$ cat src/pps_pkg.sv
`timescale 1ns / 1ps
package pps_pkg;

  // Field widths
  localparam int SLOT_W  = 4;
  localparam int BURST_W = 16;
  localparam int PRIO_W  = 8;
  localparam int ARR_W   = 16;
  localparam int TIME_W  = 32;
  localparam int CNT_W   = 5;

  // Default table depth and reset value of the process count register
  localparam int               MAX_SLOTS_DEF = 16;
  localparam logic [CNT_W-1:0] CNT_RESET     = CNT_W'(16);

  // Stream word widths (packed fields, padded to whole bytes)
  localparam int IN_FIELDS_W  = SLOT_W + BURST_W + PRIO_W + ARR_W;
  localparam int IN_DATA_W    = ((IN_FIELDS_W + 7) / 8) * 8;
  localparam int OUT_FIELDS_W = SLOT_W + 3 + 3 * TIME_W;
  localparam int OUT_DATA_W   = ((OUT_FIELDS_W + 7) / 8) * 8;

  // Input word kinds
  localparam logic ACT_LOAD = 1'b0;
  localparam logic ACT_TICK = 1'b1;

  // Saturating count of busy slots seen so far in a scan
  localparam logic [1:0] BUSY_NONE = 2'd0;
  localparam logic [1:0] BUSY_ONE  = 2'd1;
  localparam logic [1:0] BUSY_MANY = 2'd2;

  // Slot contents written by a load word
  typedef struct packed {
    logic [BURST_W-1:0] burst;
    logic [PRIO_W-1:0]  prio;
    logic [ARR_W-1:0]   arr;
  } load_t;

  // Best candidate so far, handed from cell to cell
  typedef struct packed {
    logic               found;
    logic [1:0]         busy_cnt;
    logic               last;
    logic [PRIO_W-1:0]  prio;
    logic [ARR_W-1:0]   arr;
    logic [BURST_W-1:0] burst;
  } cand_t;

endpackage

$ cat src/pps_cell.sv
`timescale 1ns / 1ps
module pps_cell
  import pps_pkg::*;
#(
  parameter int               IDX_W    = 4,
  parameter logic [IDX_W-1:0] CELL_IDX = '0
) (
  input  logic              clk,
  input  logic              rst_n,
  input  logic              wr_en,
  input  load_t             wr_data,
  input  logic              step_en,
  input  logic              in_use,
  input  logic [TIME_W-1:0] time_now,
  input  logic              dec_en,
  input  cand_t             cand_in,
  input  logic [IDX_W-1:0]  idx_in,
  output cand_t             cand_out,
  output logic [IDX_W-1:0]  idx_out
);

  logic [BURST_W-1:0] rem_r, rem_nxt;
  logic [BURST_W-1:0] burst_r;
  logic [PRIO_W-1:0]  prio_r;
  logic [ARR_W-1:0]   arr_r;
  cand_t              cand_r, cand_nxt;
  logic [IDX_W-1:0]   idx_r, idx_nxt;

  logic busy, arrived, ready, take;

  // Slot status
  assign busy    = in_use && (rem_r != '0);
  assign arrived = (time_now[TIME_W-1:ARR_W] != '0) || (arr_r <= time_now[ARR_W-1:0]);
  assign ready   = busy && arrived;
  assign take    = ready && (!cand_in.found || (prio_r < cand_in.prio));

  // Merge this slot into the incoming candidate
  always_comb begin
    cand_nxt       = cand_in;
    idx_nxt        = idx_in;
    cand_nxt.found = cand_in.found || ready;
    if (cand_in.busy_cnt == BUSY_MANY) begin
      cand_nxt.busy_cnt = BUSY_MANY;
    end else if (busy) begin
      cand_nxt.busy_cnt = cand_in.busy_cnt + 2'd1;
    end
    if (take) begin
      cand_nxt.last  = (rem_r == BURST_W'(1));
      cand_nxt.prio  = prio_r;
      cand_nxt.arr   = arr_r;
      cand_nxt.burst = burst_r;
      idx_nxt        = CELL_IDX;
    end
  end

  // Remaining time: load restarts, commit counts down
  always_comb begin
    rem_nxt = rem_r;
    if (wr_en) begin
      rem_nxt = wr_data.burst;
    end else if (dec_en) begin
      rem_nxt = rem_r - BURST_W'(1);
    end
  end

  always_ff @(posedge clk) begin
    if (!rst_n) begin
      rem_r <= '0;
    end else begin
      rem_r <= rem_nxt;
    end
  end

  // Slot table entry and candidate stage
  always_ff @(posedge clk) begin
    if (wr_en) begin
      burst_r <= wr_data.burst;
      prio_r  <= wr_data.prio;
      arr_r   <= wr_data.arr;
    end
    if (step_en) begin
      cand_r <= cand_nxt;
      idx_r  <= idx_nxt;
    end
  end

  assign cand_out = cand_r;
  assign idx_out  = idx_r;

endmodule

$ cat src/preemptive_priority_scheduler_top.sv
`timescale 1ns / 1ps
// Preemptive priority scheduler.
// in_*  : input words. in_tuser is the kind (0 load a slot, 1 time tick).
//         A load writes burst, priority and arrival of one slot and restarts it;
//         it gives no result.
// out_* : one result word per tick: the slot that ran, busy/finished flags,
//         finish time, turnaround, waiting time and the all-done flag.
// cfg_* : writes process_count (slots in use, scanned from slot zero); write only
//         while no tick is in flight.
// A tick walks a candidate down a row of MAX_SLOTS slot cells, one cell per
// cycle, then passes the commit, turnaround and finish states to commit the run
// and form the timing fields. No new word is taken until the result has been
// loaded into the output register. The scan length sets the rate.
// A finished result waits in the output register; loads are still taken while
// it waits, and a following tick scans but holds its result until the register
// frees. Reset empties all slots (no work pending), clears time to zero and sets
// process_count to 16. Slot table contents are undefined until loaded.
module preemptive_priority_scheduler_top
  import pps_pkg::*;
#(
  parameter int MAX_SLOTS = MAX_SLOTS_DEF
) (
  input  logic                  clk,
  input  logic                  rst_n,
  // input stream
  input  logic                  in_tvalid,
  output logic                  in_tready,
  input  logic [IN_DATA_W-1:0]  in_tdata,   // slot, burst_len, prio_level, arrive_time
  input  logic                  in_tuser,   // action
  // result stream
  output logic                  out_tvalid,
  input  logic                  out_tready,
  output logic [OUT_DATA_W-1:0] out_tdata,  // ran_slot, busy_res, finished, finish_time,
                                            // turnaround, waiting, all_done
  // configuration
  input  logic                  cfg_valid,
  output logic                  cfg_ready,
  input  logic [CNT_W-1:0]      cfg_data
);

  localparam int IDX_W = $clog2(MAX_SLOTS);

  localparam logic [2:0] ST_IDLE = 3'd0;
  localparam logic [2:0] ST_SCAN = 3'd1;
  localparam logic [2:0] ST_COMM = 3'd2;
  localparam logic [2:0] ST_TAT  = 3'd3;
  localparam logic [2:0] ST_FIN  = 3'd4;

  logic [2:0]          state_r, state_nxt;
  logic [IDX_W-1:0]    step_r, step_nxt;
  logic [CNT_W-1:0]    cnt_r;
  logic [TIME_W-1:0]   time_r, time_nxt;
  logic [TIME_W-1:0]   tat_r;
  logic                out_valid_r, out_valid_nxt;
  logic [OUT_DATA_W-1:0] out_data_r;

  logic [SLOT_W-1:0]   in_slot;
  load_t               in_load;
  logic                in_acc, load_acc, tick_acc;

  cand_t               cand_w [MAX_SLOTS+1];
  logic [IDX_W-1:0]    idx_w  [MAX_SLOTS+1];
  logic [MAX_SLOTS-1:0] wr_vec, step_vec, use_vec, dec_vec;

  cand_t               fin_c;
  logic [IDX_W-1:0]    fin_idx;
  logic                finished, all_done, out_load;
  logic [TIME_W-1:0]   wait_val, ft_val, tat_val;

  // Input word unpacking
  assign in_slot       = in_tdata[SLOT_W-1:0];
  assign in_load.burst = in_tdata[SLOT_W +: BURST_W];
  assign in_load.prio  = in_tdata[SLOT_W+BURST_W +: PRIO_W];
  assign in_load.arr   = in_tdata[SLOT_W+BURST_W+PRIO_W +: ARR_W];

  assign in_tready = (state_r == ST_IDLE);
  assign in_acc    = in_tvalid && in_tready;
  assign load_acc  = in_acc && (in_tuser == ACT_LOAD);
  assign tick_acc  = in_acc && (in_tuser == ACT_TICK);

  // Empty candidate enters the first cell
  assign cand_w[0] = '0;
  assign idx_w[0]  = '0;

  // Row of slot cells
  for (genvar k = 0; k < MAX_SLOTS; k++) begin : g_cell
    assign wr_vec[k]   = load_acc && (32'(in_slot) == 32'(k));
    assign step_vec[k] = (state_r == ST_SCAN) && (step_r == IDX_W'(k));
    assign use_vec[k]  = (32'(k) < 32'(cnt_r));
    assign dec_vec[k]  = (state_r == ST_COMM) && fin_c.found && (fin_idx == IDX_W'(k));

    pps_cell #(
      .IDX_W    (IDX_W),
      .CELL_IDX (IDX_W'(k))
    ) u_cell (
      .clk      (clk),
      .rst_n    (rst_n),
      .wr_en    (wr_vec[k]),
      .wr_data  (in_load),
      .step_en  (step_vec[k]),
      .in_use   (use_vec[k]),
      .time_now (time_r),
      .dec_en   (dec_vec[k]),
      .cand_in  (cand_w[k]),
      .idx_in   (idx_w[k]),
      .cand_out (cand_w[k+1]),
      .idx_out  (idx_w[k+1])
    );
  end

  assign fin_c   = cand_w[MAX_SLOTS];
  assign fin_idx = idx_w[MAX_SLOTS];

  // Result fields
  assign finished = fin_c.found && fin_c.last;
  assign all_done = fin_c.found ? (fin_c.last && (fin_c.busy_cnt == BUSY_ONE))
                                : (fin_c.busy_cnt == BUSY_NONE);
  assign wait_val = (tat_r >= TIME_W'(fin_c.burst)) ? tat_r - TIME_W'(fin_c.burst) : '0;
  assign ft_val   = finished ? time_r : '0;
  assign tat_val  = finished ? tat_r : '0;

  assign out_load = (state_r == ST_FIN) && (!out_valid_r || out_tready);

  // Sequencer
  always_comb begin
    state_nxt = state_r;
    step_nxt  = step_r;
    time_nxt  = time_r;
    unique case (state_r)
      ST_IDLE: begin
        if (tick_acc) begin
          state_nxt = ST_SCAN;
          step_nxt  = '0;
        end
      end
      ST_SCAN: begin
        if (step_r == IDX_W'(MAX_SLOTS - 1)) begin
          state_nxt = ST_COMM;
        end else begin
          step_nxt = step_r + IDX_W'(1);
        end
      end
      ST_COMM: begin
        if (time_r != '1) begin
          time_nxt = time_r + TIME_W'(1);
        end
        state_nxt = ST_TAT;
      end
      ST_TAT: begin
        state_nxt = ST_FIN;
      end
      ST_FIN: begin
        if (out_load) begin
          state_nxt = ST_IDLE;
        end
      end
      default: begin
        state_nxt = ST_IDLE;
      end
    endcase
  end

  // Output handshake
  always_comb begin
    out_valid_nxt = out_valid_r;
    if (out_load) begin
      out_valid_nxt = 1'b1;
    end else if (out_tready) begin
      out_valid_nxt = 1'b0;
    end
  end

  always_ff @(posedge clk) begin
    if (!rst_n) begin
      state_r     <= ST_IDLE;
      step_r      <= '0;
      time_r      <= '0;
      cnt_r       <= CNT_RESET;
      out_valid_r <= 1'b0;
    end else begin
      state_r     <= state_nxt;
      step_r      <= step_nxt;
      time_r      <= time_nxt;
      out_valid_r <= out_valid_nxt;
      if (cfg_valid && cfg_ready) begin
        cnt_r <= cfg_data;
      end
    end
  end

  // Turnaround and result word
  always_ff @(posedge clk) begin
    if (state_r == ST_TAT) begin
      tat_r <= (time_r >= TIME_W'(fin_c.arr)) ? time_r - TIME_W'(fin_c.arr) : '0;
    end
    if (out_load) begin
      out_data_r <= OUT_DATA_W'({all_done,
                                 finished ? wait_val : TIME_W'(0),
                                 tat_val,
                                 ft_val,
                                 finished,
                                 fin_c.found,
                                 fin_c.found ? SLOT_W'(fin_idx) : SLOT_W'(0)});
    end
  end

  assign cfg_ready  = 1'b1;
  assign out_tvalid = out_valid_r;
  assign out_tdata  = out_data_r;

endmodule
$ cat config.mk
export PLATFORM = sky130hd
export DESIGN_NAME = preemptive_priority_scheduler_top
export DESIGN_NICKNAME = d
export VERILOG_FILES = /design/src/pps_pkg.sv /design/src/pps_cell.sv /design/src/preemptive_priority_scheduler_top.sv
export SDC_FILE = /design/constraint.sdc
export NUM_CORES = 2
export LEC_CHECK = 0
export BUFFER_PORTS_ARGS = -buffer_cell sky130_fd_sc_hd__buf_2
export CORE_MARGIN = 4
export CORE_UTILIZATION = 60
export CTS_CLUSTER_DIAMETER = 100
export DETAILED_ROUTE_END_ITERATION = 10
export GPL_TIMING_DRIVEN = 0
export HOLD_SLACK_MARGIN = 0.03
export MAX_ROUTING_LAYER = met4
export PLACE_DENSITY = 0.82
export SLEW_MARGIN = 25
export SYNTH_ARGS = -nofsm -noshare
export SYNTH_HDL_FRONTEND = slang
export SYNTH_SLANG_ARGS = --single-unit
$ cat constraint.sdc
create_clock -name clk -period 12.9 [get_ports clk]
set_input_delay 1.29 -clock clk [delete_from_list [all_inputs] [get_ports clk]]
set_output_delay 1.29 -clock clk [all_outputs]
set_load 0.02 [all_outputs]
==> impl_metrics.tcl <==
set metrics [dict create \
    setup_tns_ns 0 \
    cp-startpoint "time_r[11]$_SDFFE_PN0P_" \
    worst_pin_slew_ns 1.27 \
    die_w_um 377 \
    viasPerCell 6.43 \
    async_flop_share_pct 0 \
    finalCritPeriodShare_pct 40.9 \
    regArea_um2 51600 \
    path_class "flip-flop to flip-flop" \
    postCtsSetupRepairBufs 0 \
    drv_slew 0 \
    cts_buffers 181 \
    hpwl_um 153000 \
    netlist_area_um2 81900 \
    r2r_cells 10 \
    core_um2 135000 \
    hold_violations 0 \
    setup_violations 0 \
    synth-seq-cells 1820 \
    drive_gt1_share_pct 19.2 \
    drtIter0Drc 6395 \
    place_area_um2 86100 \
    htree_levels 4 \
    crit_path_max_fanout 18 \
    io-pin-count 166 \
    power_mw 12.0 \
    yosysTopAreaCell "edfxtp_1" \
    area_growth_pct 12.4 \
    ctsRootBufferMaster "clkbuf_16" \
    ff2ff_setup_slack_ns 7.62 \
    finalWirelength_um 219000 \
    synth_edf_count 1519 \
    ctsLongestPathBuffers 3 \
    cpPeakStageDelay_ns 0.77 \
    drcViolationCount 0 \
    gp_congestion 0.980 \
    clk_latency_ns 0.83 \
    slowest_stage "inv_1" \
    fill_cells 8984 \
    crit_path_end "g_cell[1].u_cell.cand_out[20]$_DFFE_PP_" \
    syn_nets 6589 \
    critPathBufInv 3 \
    slew_headroom_pct 15.6 \
    hold_slack_ns 0.454 \
    nets 6990 \
    hp-class "flip-flop to flip-flop" \
    yosysUniqueCellTypes 97 \
    antenna_found_initial 12 \
    cp.depth 10 \
    multi_input_comb_area_um2 28400 \
    postSynthAreaPerCell_um2 13.5 \
    route.antenna.remaining_nets 0 \
    vias 54100 \
    vdd_drop_max_mv 0.0998 \
    reg2reg_to "g_cell[1].u_cell.cand_out[20]$_DFFE_PP_" \
    clock_sinks 1820 \
    run_status "complete, no violations" \
    yosysWarnings 0 \
    cts_resized 0 \
    powerDensity_nw_per_um2 131 \
    rsz0062_at_grt "false" \
    yosysSeqAreaShare_pct 63.1 \
    yosys-top-cells-area "edfxtp_1 (56%), mux2_2 (7.6%), dfxtp_1 (7.4%), ha_1 (6.8%), a21oi_1 (2.7%)" \
    drv_cap 0 \
    initial_core_util_pct 60.4 \
    max_freq_mhz 189 \
    wire_per_inst_um 26.0 \
    grt_pass1_wl_um 326000 \
    tritoncts "yes" \
    ctsHoldBuffers 0 \
    fp.dieArea_um2 142000 \
    grt_max_degree 50 \
    hold_depth 2 \
    cp.required_ns 13.46 \
    crit_chain "inv_1 -> ha_1 -> and4_1 -> a221oi_1 -> o211ai_1 -> a21oi_1 -> nor2b_1 -> clkbuf_1 -> buf_2 -> mux2_2" \
    core.rowCount 135 \
    reg2reg_from "time_r[11]$_SDFFE_PN0P_" \
    yosysTopAreaCellShare_pct 55.7 \
    synth_flop_cell "edfxtp_1" \
    grt_remaining_overflow 0 \
    synth_cells 6084 \
    track_usage_pct 31.4 \
    fin_area_um2 92000 \
    cp-end-kind "flip-flop" \
    clk_pin_slew_ns 0.06 \
    critPathTopFamily "buffers and inverters" \
    grt_pass1_vias 53700 \
    p_leak_nw 32.8 \
    dieHeight_um 377 \
    dr.pass1.iters 7 \
    port_buffers 158 \
    skew_ns 0.0342 \
    crit_arrival_ns 5.84 \
    fin_util_pct 67.9 \
    start_kind "flip-flop" \
    layout_min_cycle_time_ns 5.28 \
]
[per-stage QoR]
stage | setup WS, ns | std cells
finish | 7.62 | 8422
global route | 7.62 | 8421
CTS | 7.70 | 8415
detailed placement | 7.75 | 8083
global placement | 4.87 | 8023
floorplan | 6.68 | 6084
[power by group]
part / switching (mW) / internal [mW]
clock: 2.26 / 2.93
combinational: 0.307 / 0.128
sequential: 0.0205 / 6.37
total: 2.59 / 9.43
[cells in the mapped netlist (all sizes together), types with 68 or more instances]
cell and n:
a21oi 447, inv 257, edfxtp 1519, mux2 599
clkbuf 141, nand4 85, ha 444, o211ai 73
nand2 253, nand3 140, o21ai 147, a21o 68
dfxtp 301, nor2 436, nor3 129, xnor2 71
buf 84
[flip-flops by register name, indices dropped and copies added, names as in the netlist]
register	flops
time_r	32
out_tvalid	1
cnt_r	5
state_r	3
step_r	4
g_cell.u_cell.rem_r	256
g_cell.u_cell.burst_r	256
g_cell.u_cell.prio_r	128
g_cell.u_cell.cand_out	695
out_tdata	103
g_cell.u_cell.arr_r	256
g_cell.u_cell.idx_out	49
tat_r	32
[kinds of logic (layout without fill, tap and decap cells)]
group                    Yosys count  after routing  synth area share (%)
AND/OR/NAND/NOR                 1509           1509                  9.38
other                              2              9               0.00917
multiplexers                     606            606                  8.49
AO/OA/AOI/OAI                   1076           1076                  8.36
buffers and inverters            491           1041                  2.41
adder cells (fa/ha/maj)          446            446                  6.84
flip-flops                      1820           1820                  63.1
XOR/XNOR                         134            134                  1.43
[how the worst min path moves through the flow]
| stage | to | slack (ns) | startpoint |
|---|---|---|---|
| 2_1_floorplan | g_cell[2].u_cell.rem_r[12]$_SDFFE_PN0P_ | 0.43 | g_cell[2].u_cell.rem_r[12]$_SDFFE_PN0P_ |
| 5_1_grt | g_cell[13].u_cell.rem_r[15]$_SDFFE_PN0P_ | 0.48 | g_cell[13].u_cell.rem_r[15]$_SDFFE_PN0P_ |
| 3_5_place_dp | g_cell[13].u_cell.rem_r[15]$_SDFFE_PN0P_ | 0.45 | g_cell[13].u_cell.rem_r[15]$_SDFFE_PN0P_ |
| 4_1_cts | g_cell[2].u_cell.rem_r[12]$_SDFFE_PN0P_ | 0.46 | g_cell[2].u_cell.rem_r[12]$_SDFFE_PN0P_ |
| 3_3_place_gp | g_cell[2].u_cell.rem_r[12]$_SDFFE_PN0P_ | 0.44 | g_cell[2].u_cell.rem_r[12]$_SDFFE_PN0P_ |
| 6_report | g_cell[2].u_cell.rem_r[12]$_SDFFE_PN0P_ | 0.45 | g_cell[2].u_cell.rem_r[12]$_SDFFE_PN0P_ |
[metal layers]
metal / routed length, µm / track usage, %
met5: 0 / -
met4: 14000 / 17.2
met3: 19500 / 5.09
met2: 103000 / 50.2
met1: 82000 / 38.7
[area by class of cell]
type | count | share of cell area, %
repair buffers | 218 | 1.96
well taps | 1781 | 2.42
plain buffers | 225 | 1.10
diodes | 7 | 0.0190
flip-flops and latches | 1820 | 56.1
clock inverters | 96 | 1.05
inverters | 266 | 1.09
clock buffers | 236 | 5.31
multi-input cells | 3773 | 30.9
[tightest hold or removal path, delay by kind of cell (launching register included)]
family          cells  cell delay (ns)
compound gates      1             0.05
simple gates        1             0.05
flops               1             0.30
[placed cells by master, fill, tap and decap left out, drive strengths merged, types with 31 or more instances in the layout]
cell type and instances:
clkbuf 377, or2 39, and3 58, o211ai 73
or4 34, or3 45, xnor2 71, edfxtp 1519
and2 62, nor4 58, dfxtp 301, clkinv 82
inv 262, nand2b 44, o21ai 147, xor2 63
mux2 599, ha 444, nand2 253, a211oi 59
nand4 85, a21o 68, nor2 436, nand3 140
nor3 129, a22oi 31, nor2b 52, a21oi 447
buf 302
No activity file was read; power rests on OpenSTA's default activity.
